[config.mk]
export PLATFORM = sky130hd
export DESIGN_NAME = signed_binary_to_decimal_ascii
export DESIGN_NICKNAME = d
export VERILOG_FILES = /design/src/design/sbda_pkg.sv /design/src/design/sbda_bcd_core.sv /design/src/design/signed_binary_to_decimal_ascii.sv
export SDC_FILE = /design/constraint.sdc
export NUM_CORES = 1
export LEC_CHECK = 0
export BUFFER_PORTS_ARGS = -buffer_cell sky130_fd_sc_hd__buf_2
export CAP_MARGIN = 20
export CORE_ASPECT_RATIO = 1.25
export CORE_UTILIZATION = 55
export CTS_CLUSTER_SIZE = 25
export DETAILED_ROUTE_END_ITERATION = 10
export PLACE_DENSITY = 0.74
export SYNTH_ARGS = -nofsm -noshare
export SYNTH_HDL_FRONTEND = slang
export SYNTH_HIERARCHICAL = 1
export SYNTH_SLANG_ARGS = --single-unit
[constraint.sdc]
create_clock -name clk -period 4.03 [get_ports clk]
set_clock_uncertainty 0.05 [all_clocks]
set_input_delay 0.6045 -clock clk [delete_from_list [all_inputs] [get_ports clk]]
set_output_delay 0.6045 -clock clk [all_outputs]
set_load 0.02 [all_outputs]
[src/design/sbda_pkg.sv]
package sbda_pkg;

    // Width of the signed input word.
    localparam int VALUE_BITS = 32;

    // Decimal digits needed for the largest magnitude, 2^(VALUE_BITS-1).
    // VALUE_BITS*3/10 tracks VALUE_BITS*log10(2) closely enough over 8..64 bits.
    localparam int DIGIT_SLOTS = (VALUE_BITS * 3) / 10 + 1;
    localparam int BCD_BITS    = 4 * DIGIT_SLOTS;
    localparam int BIT_CNT_W   = $clog2(VALUE_BITS);
    localparam int DIG_CNT_W   = $clog2(DIGIT_SLOTS + 1);

    // ASCII codes.
    localparam logic [7:0] CHAR_ZERO  = 8'd48;
    localparam logic [7:0] CHAR_MINUS = 8'd45;

    // Operations of the shared BCD shift unit.
    typedef enum logic [1:0] {
        BCD_HOLD   = 2'd0,
        BCD_LOAD   = 2'd1,
        BCD_DABBLE = 2'd2,
        BCD_SHIFT  = 2'd3
    } bcd_op_t;

    // Status returned by the BCD unit to the sequencer.
    typedef struct packed {
        logic [3:0] top_digit;
        logic       top_zero;
    } bcd_stat_t;

endpackage

[src/design/sbda_bcd_core.sv]
module sbda_bcd_core (
    input  logic                             clk,
    input  sbda_pkg::bcd_op_t                op,
    input  logic [sbda_pkg::VALUE_BITS-1:0]  mag,
    output sbda_pkg::bcd_stat_t              stat
);
    import sbda_pkg::*;

    logic [VALUE_BITS-1:0] bin_reg;
    logic [VALUE_BITS-1:0] bin_next;
    logic [BCD_BITS-1:0]   bcd_reg;
    logic [BCD_BITS-1:0]   bcd_next;
    logic [BCD_BITS-1:0]   bcd_adj;

    // Add three to every digit of five or more before the next doubling.
    always_comb
    begin
        for (int d = 0; d < DIGIT_SLOTS; d++)
        begin
            if (bcd_reg[4*d +: 4] >= 4'd5)
            begin
                bcd_adj[4*d +: 4] = bcd_reg[4*d +: 4] + 4'd3;
            end
            else
            begin
                bcd_adj[4*d +: 4] = bcd_reg[4*d +: 4];
            end
        end
    end

    // One step of the shared unit per cycle, chosen by the sequencer.
    always_comb
    begin
        bin_next = bin_reg;
        bcd_next = bcd_reg;
        case (op)
            BCD_LOAD:
            begin
                bin_next = mag;
                bcd_next = '0;
            end
            BCD_DABBLE:
            begin
                bin_next = {bin_reg[VALUE_BITS-2:0], 1'b0};
                bcd_next = {bcd_adj[BCD_BITS-2:0], bin_reg[VALUE_BITS-1]};
            end
            BCD_SHIFT:
            begin
                bcd_next = {bcd_reg[BCD_BITS-5:0], 4'd0};
            end
            default:
            begin
                bin_next = bin_reg;
                bcd_next = bcd_reg;
            end
        endcase
    end

    always_ff @(posedge clk)
    begin
        bin_reg <= bin_next;
        bcd_reg <= bcd_next;
    end

    // The most significant digit is always the one presented.
    assign stat.top_digit = bcd_reg[BCD_BITS-1 -: 4];
    assign stat.top_zero  = (bcd_reg[BCD_BITS-1 -: 4] == 4'd0);

endmodule

[src/design/signed_binary_to_decimal_ascii.sv]
// Signed binary to decimal ASCII converter.
// Pulse start with a signed value while busy is low; that edge accepts the
// beat. The block then raises busy and emits the decimal text of the value,
// one ASCII character at a time on character, each marked by a one-cycle
// valid pulse. A negative value begins with '-', zero gives a single '0',
// and no leading zeros appear. last is high with the final character.
// Conversion runs a shift-and-add-three unit over the magnitude, one bit per
// cycle over all VALUE_BITS bits, then shifts the digits out of the BCD
// register one per cycle, first dropping the leading zeros.
// A negative value shows its minus sign once the conversion ends, before
// any digit. The digits come out on consecutive cycles; after a minus
// sign there is a gap, during which the leading zeros are skipped.
// A new beat may be started in the cycle that shows the last character.
// The receiver cannot stall the output: every valid cycle must be taken.
// Reset clears the sequencer and the valid strobe; the block is then idle.
module signed_binary_to_decimal_ascii (
    input  logic                                   clk,
    input  logic                                   rst_n,
    input  logic                                   start,
    output logic                                   busy,
    input  logic signed [sbda_pkg::VALUE_BITS-1:0] value,
    output logic                                   valid,
    output logic [7:0]                             character,
    output logic                                   last
);
    import sbda_pkg::*;

    typedef enum logic [4:0] {
        ST_IDLE = 5'b00001,
        ST_CONV = 5'b00010,
        ST_SIGN = 5'b00100,
        ST_SKIP = 5'b01000,
        ST_EMIT = 5'b10000
    } state_t;

    state_t                state_reg;
    state_t                state_next;
    logic                  neg_reg;
    logic                  neg_next;
    logic [BIT_CNT_W-1:0]  bit_cnt_reg;
    logic [BIT_CNT_W-1:0]  bit_cnt_next;
    logic [DIG_CNT_W-1:0]  dig_cnt_reg;
    logic [DIG_CNT_W-1:0]  dig_cnt_next;
    logic                  valid_reg;
    logic                  valid_next;
    logic [7:0]            character_reg;
    logic [7:0]            character_next;
    logic                  last_reg;
    logic                  last_next;
    bcd_op_t               op;
    bcd_stat_t             stat;
    logic [VALUE_BITS-1:0] raw;
    logic [VALUE_BITS-1:0] mag;
    logic                  accept;
    logic                  one_left;

    // Unsigned magnitude; the most negative value maps to 2^(VALUE_BITS-1).
    assign raw      = $unsigned(value);
    assign mag      = value[VALUE_BITS-1] ? (~raw + VALUE_BITS'(1)) : raw;
    assign accept   = start && (state_reg == ST_IDLE);
    assign one_left = (dig_cnt_reg == DIG_CNT_W'(1));

    sbda_bcd_core u_bcd (
        .clk  (clk),
        .op   (op),
        .mag  (mag),
        .stat (stat)
    );

    // Sequencer: load, convert bit by bit, sign, skip leading zeros, emit.
    always_comb
    begin
        state_next     = state_reg;
        neg_next       = neg_reg;
        bit_cnt_next   = bit_cnt_reg;
        dig_cnt_next   = dig_cnt_reg;
        valid_next     = 1'b0;
        character_next = character_reg;
        last_next      = last_reg;
        op             = BCD_HOLD;
        case (state_reg)
            ST_IDLE:
            begin
                if (accept)
                begin
                    op           = BCD_LOAD;
                    neg_next     = value[VALUE_BITS-1];
                    bit_cnt_next = BIT_CNT_W'(VALUE_BITS - 1);
                    state_next   = ST_CONV;
                end
            end
            ST_CONV:
            begin
                op = BCD_DABBLE;
                if (bit_cnt_reg == '0)
                begin
                    dig_cnt_next = DIG_CNT_W'(DIGIT_SLOTS);
                    state_next   = neg_reg ? ST_SIGN : ST_SKIP;
                end
                else
                begin
                    bit_cnt_next = bit_cnt_reg - BIT_CNT_W'(1);
                end
            end
            ST_SIGN:
            begin
                valid_next     = 1'b1;
                character_next = CHAR_MINUS;
                last_next      = 1'b0;
                state_next     = ST_SKIP;
            end
            ST_SKIP:
            begin
                if (stat.top_zero && !one_left)
                begin
                    op           = BCD_SHIFT;
                    dig_cnt_next = dig_cnt_reg - DIG_CNT_W'(1);
                end
                else
                begin
                    state_next = ST_EMIT;
                end
            end
            ST_EMIT:
            begin
                op             = BCD_SHIFT;
                valid_next     = 1'b1;
                character_next = CHAR_ZERO + {4'd0, stat.top_digit};
                last_next      = one_left;
                dig_cnt_next   = dig_cnt_reg - DIG_CNT_W'(1);
                if (one_left)
                begin
                    state_next = ST_IDLE;
                end
            end
            default:
            begin
                state_next = ST_IDLE;
            end
        endcase
    end

    // Control state.
    always_ff @(posedge clk or negedge rst_n)
    begin
        if (!rst_n)
        begin
            state_reg <= ST_IDLE;
            valid_reg <= 1'b0;
        end
        else
        begin
            state_reg <= state_next;
            valid_reg <= valid_next;
        end
    end

    // Payload and counters.
    always_ff @(posedge clk)
    begin
        neg_reg       <= neg_next;
        bit_cnt_reg   <= bit_cnt_next;
        dig_cnt_reg   <= dig_cnt_next;
        character_reg <= character_next;
        last_reg      <= last_next;
    end

    assign busy      = (state_reg != ST_IDLE);
    assign valid     = valid_reg;
    assign character = character_reg;
    assign last      = last_reg;

    // A character only follows a cycle in which the block was working.
    a_valid_while_busy: assert property (@(posedge clk) disable iff (!rst_n)
        valid |-> $past(busy))
        else $error("character emitted outside a conversion");

    // An accepted beat always starts a conversion.
    a_accept_busy: assert property (@(posedge clk) disable iff (!rst_n)
        (start && !busy) |=> busy)
        else $error("accepted beat did not start a conversion");

    // The final character ends the burst.
    a_last_ends: assert property (@(posedge clk) disable iff (!rst_n)
        (valid && last) |=> !valid)
        else $error("character emitted right after the last one");

    // A minus sign is never the final character.
    a_sign_not_last: assert property (@(posedge clk) disable iff (!rst_n)
        (valid && (character == CHAR_MINUS)) |-> !last)
        else $error("minus sign flagged as last");

endmodule
* Word-level counts from Yosys, hierarchy flattened
Cells that the tools add are included.
** Storage, ports and cells
- Bits in registers :: 97
- Input port bits :: 35
- Logic and storage cells :: 96
** Cells by class
- Add/subtract/negate cells :: 14
- Order comparisons :: 10
- Equality and inequality tests :: 16
- Muxes and demuxes :: 31
- Bitwise operators :: 1
- Reduce and logical (&&, ||, !) cells :: 15
** Operator list (count)
- 40-bit case mux with 3 select lines :: 1
- 32-bit case mux with 2 select lines :: 1
- 4-bit two-way mux :: 12
- 4-bit by 3-bit greater-or-equal comparator with 1-bit output (second input constant) :: 10
- 4-bit by 2-bit adder with 4-bit output (second input constant) :: 9
- 32-bit by 1-bit adder with 32-bit output (second input constant) :: 1
- 32-bit two-way mux :: 1
- 32-bit inverter :: 1
- 5-bit two-way mux :: 6
- 5-bit case mux with 5 select lines :: 1
- 8-bit case mux with 2 select lines :: 1
- 2-bit inequality test (second input constant) :: 6
- 4-bit case mux with 3 select lines :: 1
- 5-bit case mux with 2 select lines :: 1
- 2-bit case mux with 4 select lines :: 1
- 6-bit by 4-bit adder with 7-bit output (first input constant) :: 1
- 3-bit AND reduction :: 2
- 2-bit nonzero test :: 3
- 3-bit nonzero test :: 2
- 5-bit by 1-bit == test with 1-bit output (second input constant) :: 1
- 5-bit by 2-bit == test with 1-bit output (second input constant) :: 1
- 5-bit by 3-bit == test with 1-bit output (second input constant) :: 1
- 5-bit by 4-bit == test with 1-bit output (second input constant) :: 1
- 5-bit == test (second input constant) :: 1
- 18 further kinds :: 21

* Depth between registers and ports, before layout
- Depth after elaboration :: 7
- Depth in mapped cells :: 13

* Modules after synthesis
The synthesis kept the hierarchy.
** By module, submodules not included
- sbda_bcd_core :: times used 1, cells an instance 357, area each 4191.5 µm², seq. area each 2162.1 µm²
- signed_binary_to_decimal_ascii :: times used 1, cells an instance 213, area each 1875.5 µm², seq. area each 631.9 µm²

* Least setup slack after synthesis
OpenSTA, ideal clock, no wires.
- Path kind :: register to register
- Start :: register state_reg[1]
- End :: register u_bcd.bcd_reg[0] (enable)
- Library setup time :: 0.395 ns
- Arrival :: 2.407 ns
- Required time :: 3.585 ns
- Setup slack :: 1.178 ns
- Stages on the path, launching flop included :: 9
- Buffers on the path :: 1
- Period minus slack after synthesis :: 2.852 ns
- Cell sequence :: dfrtp_1 clkbuf_1 nand2b_1 nor4_1 a31oi_1 nand2_1 inv_1 ha_1 inv_1
** On the way
- Cells in the longest elaborated chain, start to end :: 6
** RTL lines
- start: declaration :: line signed_binary_to_decimal_ascii.sv:36 : state_t state_reg;
- start signal: assignment :: line signed_binary_to_decimal_ascii.sv:153 : state_reg <= state_next;
- 5-bit by 1-bit == test with 1-bit output :: line signed_binary_to_decimal_ascii.sv:60, signed_binary_to_decimal_ascii.sv:81
- 1-bit logical AND :: line signed_binary_to_decimal_ascii.sv:60 : assign accept = start && (state_reg == ST_IDLE);
- 1-bit two-way mux :: line signed_binary_to_decimal_ascii.sv:84 : if (accept)
- 2-bit case mux with 4 select lines * :: line signed_binary_to_decimal_ascii.sv:81 : case (state_reg)
- named net op[0] :: line signed_binary_to_decimal_ascii.sv:50 : bcd_op_t op;
- 2-bit by 1-bit == test with 1-bit output or 2-bit == test (tied branches) :: line sbda_bcd_core.sv:36 : case (op)
- 3-bit nonzero test (no source line) *
- end signal: assignment :: line sbda_bcd_core.sv:62 : bcd_reg <= bcd_next;
- end: declaration :: line sbda_bcd_core.sv:11 : logic [BCD_BITS-1:0] bcd_reg;
The timed path passes the listed nets; every way through them passes the cells marked *.
A chain may end at the register's enable or synchronous reset.

* Final worst setup path
- Start :: register state_reg[1]
- End :: register u_bcd.bin_reg[2] (data pin)
** RTL lines
- 5-bit == test (tied with other cells) :: line signed_binary_to_decimal_ascii.sv:81
- 2-bit case mux with 4 select lines * :: line signed_binary_to_decimal_ascii.sv:81
- named net op[1] :: line signed_binary_to_decimal_ascii.sv:50
- 2-bit == test or 2-bit by 1-bit == test with 1-bit output (tied branches) :: line sbda_bcd_core.sv:36
- 32-bit case mux with 2 select lines * :: line sbda_bcd_core.sv:36
- named net u_bcd.bin_next[2] :: line sbda_bcd_core.sv:10 : logic [VALUE_BITS-1:0] bin_next;
- end signal: assignment :: line sbda_bcd_core.sv:61 : bin_reg <= bin_next;
- end: declaration :: line sbda_bcd_core.sv:9 : logic [VALUE_BITS-1:0] bin_reg;
Marked as above.

==> impl_metrics.tcl <==
set metrics [dict create \
    postCtsHoldBufs 0 \
    htree_levels 3 \
    ctsResizeCount 0 \
    syn-mean-instance-area_um2 10.6 \
    rsz0062_at_grt "no" \
    cts.sinks 94 \
    netlist_instances 570 \
    p_leak_nw 2.29 \
    drt_pass1_iterations 4 \
    placementRows 42 \
    cts.clk_slew.worst_paths_ns 0.07 \
    drc_errors 0 \
    dieArea_um2 11500 \
    routed_wl_mm 11.1 \
    drive_gt1_share_pct 17.5 \
    crit_start "state_reg[1]$_DFFE_PN0P_" \
    min_path_type "in -> async" \
    clk_latency_ns 0.34 \
    synthArstFlopShare_pct 6.38 \
    setup.worst_path.class "reg -> reg" \
    io_pins 46 \
    cpPeakStageDelay_ns 0.55 \
    yosysSeqAreaShare_pct 46.1 \
    wl_per_cell_um 15.2 \
    synth_edf_count 88 \
    die_x_um 95.9 \
    root_buffer "clkbuf_16" \
    synth_most_common_cell "edfxtp_1" \
    synth_flop_cell "edfxtp_1" \
    final-setup-viol-count 0 \
    multi_input_area_um2 2950 \
    timing.slew.headroom_pct 52.6 \
    nets 652 \
    reg2reg_from "state_reg[1]$_DFFE_PN0P_" \
    fin_crit_ns 3.37 \
    cp-start-kind "flop" \
    cp_max_fo 50 \
    antenna_found_initial 0 \
    numPortBuffers 42 \
    fp.dieH_um 119 \
    drtIter0Drc 253 \
    path_cells "nand2b_1, nor4_1, a31oi_1, nand2_1, ha_2, buf_4, mux2_2" \
    yosys_warnings 6 \
    start_util_pct 56.9 \
    dpl.hpwl_mm 7.73 \
    hold_viol_final 0 \
    track_usage_pct 21.3 \
    nFillCells 906 \
    ctsLongestPathBuffers 2 \
    fin_crit_sh_pct 83.7 \
    cap_violations 0 \
    gp_congestion 0.828 \
    cp.arrival_ns 3.41 \
    postCtsSetupRepairBufs 0 \
    n_antenna_cell 0 \
    synth_area_leaders "edfxtp_1 (44%), ha_1 (5.8%), mux2_2 (5.8%)" \
    vias 4395 \
    tns_ns 0 \
    cts_tree "done" \
    grt_max_degree 51 \
    fin_area_um2 6550 \
    ys_types 55 \
    synth_top_cell_by_area "edfxtp_1" \
    critPathRequiredTime_ns 4.06 \
    ys_top_cells_by_count "edfxtp_1 (88), nand2_1 (58), xnor2_1 (34), inv_1 (32), mux2_2 (31)" \
    area_growth_pct 7.94 \
    p_total_mw 4.60 \
    synthesis.area_um2 6070 \
    layout.cells.non_filler 726 \
    whs_ns 0.0315 \
    grt_pass1_wl_mm 19.2 \
    status "finished, final reports clean" \
    ys_seq_elements 94 \
    slew_violations 0 \
    crit_path_end_kind "flop" \
    cpMaxStageDelayCell "buf_4" \
    vias_per_cell 6.05 \
    worst_pin_slew_ns 0.704 \
    final.setup.worst_slack_ns 0.657 \
    grt-ovfl-total 0 \
    place_inst 710 \
    dpl_cell_area_um2 6280 \
    synth_top_area_share_pct 43.6 \
    pre_cts_slack_ns 0.661 \
    max-vdd-ir-drop_v 0.000323 \
    largest_reg_flops 40 \
    cts_buffers 9 \
    ff_latch_area_um2 2790 \
    utilization_pct 61.4 \
    core_area_um2 10700 \
    max_freq_mhz 296 \
    antenna_left 0 \
    power.density_nw_per_um2 703 \
    grt_pass1_vias 4343 \
]
[layer usage]
layer  track usage (%)  up-vias  part of all wire (%)
met2              37.5      100                    53
met3              3.90       10                   3.7
li1                  -     2159                     -
met5                 0        -                     0
met4              8.40        0                   1.1
met1              25.3     2126                    42
[final cells by class]
| type | count | share of cell area (%) |
|---|---|---|
| Multi-Input combinational cell | 404 | 45.0 |
| Tap cell | 132 | 2.52 |
| Inverter | 33 | 1.89 |
| Sequential cell | 94 | 42.7 |
| Clock inverter | 3 | 0.325 |
| Clock buffer | 13 | 3.82 |
| Timing Repair Buffer | 47 | 3.78 |
[where the power goes]
part / internal, mW / switching (mW) / leakage [nW]
clock: 0.436 / 0.345 / 0.130
sequential: 1.75 / 0.408 / 0.899
combinational: 0.657 / 1.01 / 1.26
[critical path: cells and delay by family, from the launching register on]
kind	cells	cell delay [ns]
fa+ha+maj	1	0.46
mux	1	0.40
simple gates	3	0.91
buf+inv	1	0.55
compound gates	1	0.26
flops	1	0.46
[cells by family after synthesis]
| group | count (synthesis) | synth area share [%] |
|---|---|---|
| AOI/OAI and AO/OA | 124 | 15.1 |
| xor gates and xnor gates | 35 | 5.05 |
| adders and majority gates | 28 | 5.77 |
| buffers and inverters | 73 | 5.49 |
| DFF | 94 | 46.1 |
| muxes | 34 | 6.25 |
| other | 2 | 0.124 |
| and+or+nand+nor | 180 | 16.1 |
[path summary, 6_finish.rpt]
check | depth (start not counted) | endpoint | slack, ns
worst max-delay path | 7 | u_bcd/bin_reg[2]$_DFFE_PP_ | 0.66
worst max register to register | 7 | u_bcd/bin_reg[2]$_DFFE_PP_ | 0.66
min in group clk | 2 | state_reg[0]$_DFFE_PN1P_ | 0.41
max in group asynchronous | 1 | state_reg[0]$_DFFE_PN1P_ | 3.68
worst min register to register | 1 | u_bcd/bcd_reg[0]$_DFFE_PP_ | 0.48
worst min-delay path | 1 | valid$_DFF_PN0_ | 0.03
[placed cells by master, fill, tap and decap left out, types with 10 or more instances in the layout]
cell type and n:
o211ai_1 10, nand2b_1 21, nand2_1 58, xnor2_1 34
nand3_1 21, a2111o_1 13, inv_1 32, o31ai_1 13
nor2_1 15, nand3b_1 13, a21oi_1 18, o21ai_0 28
edfxtp_1 88, ha_1 27, mux2_2 31, buf_2 42
(Power assumes the default switching activity.)
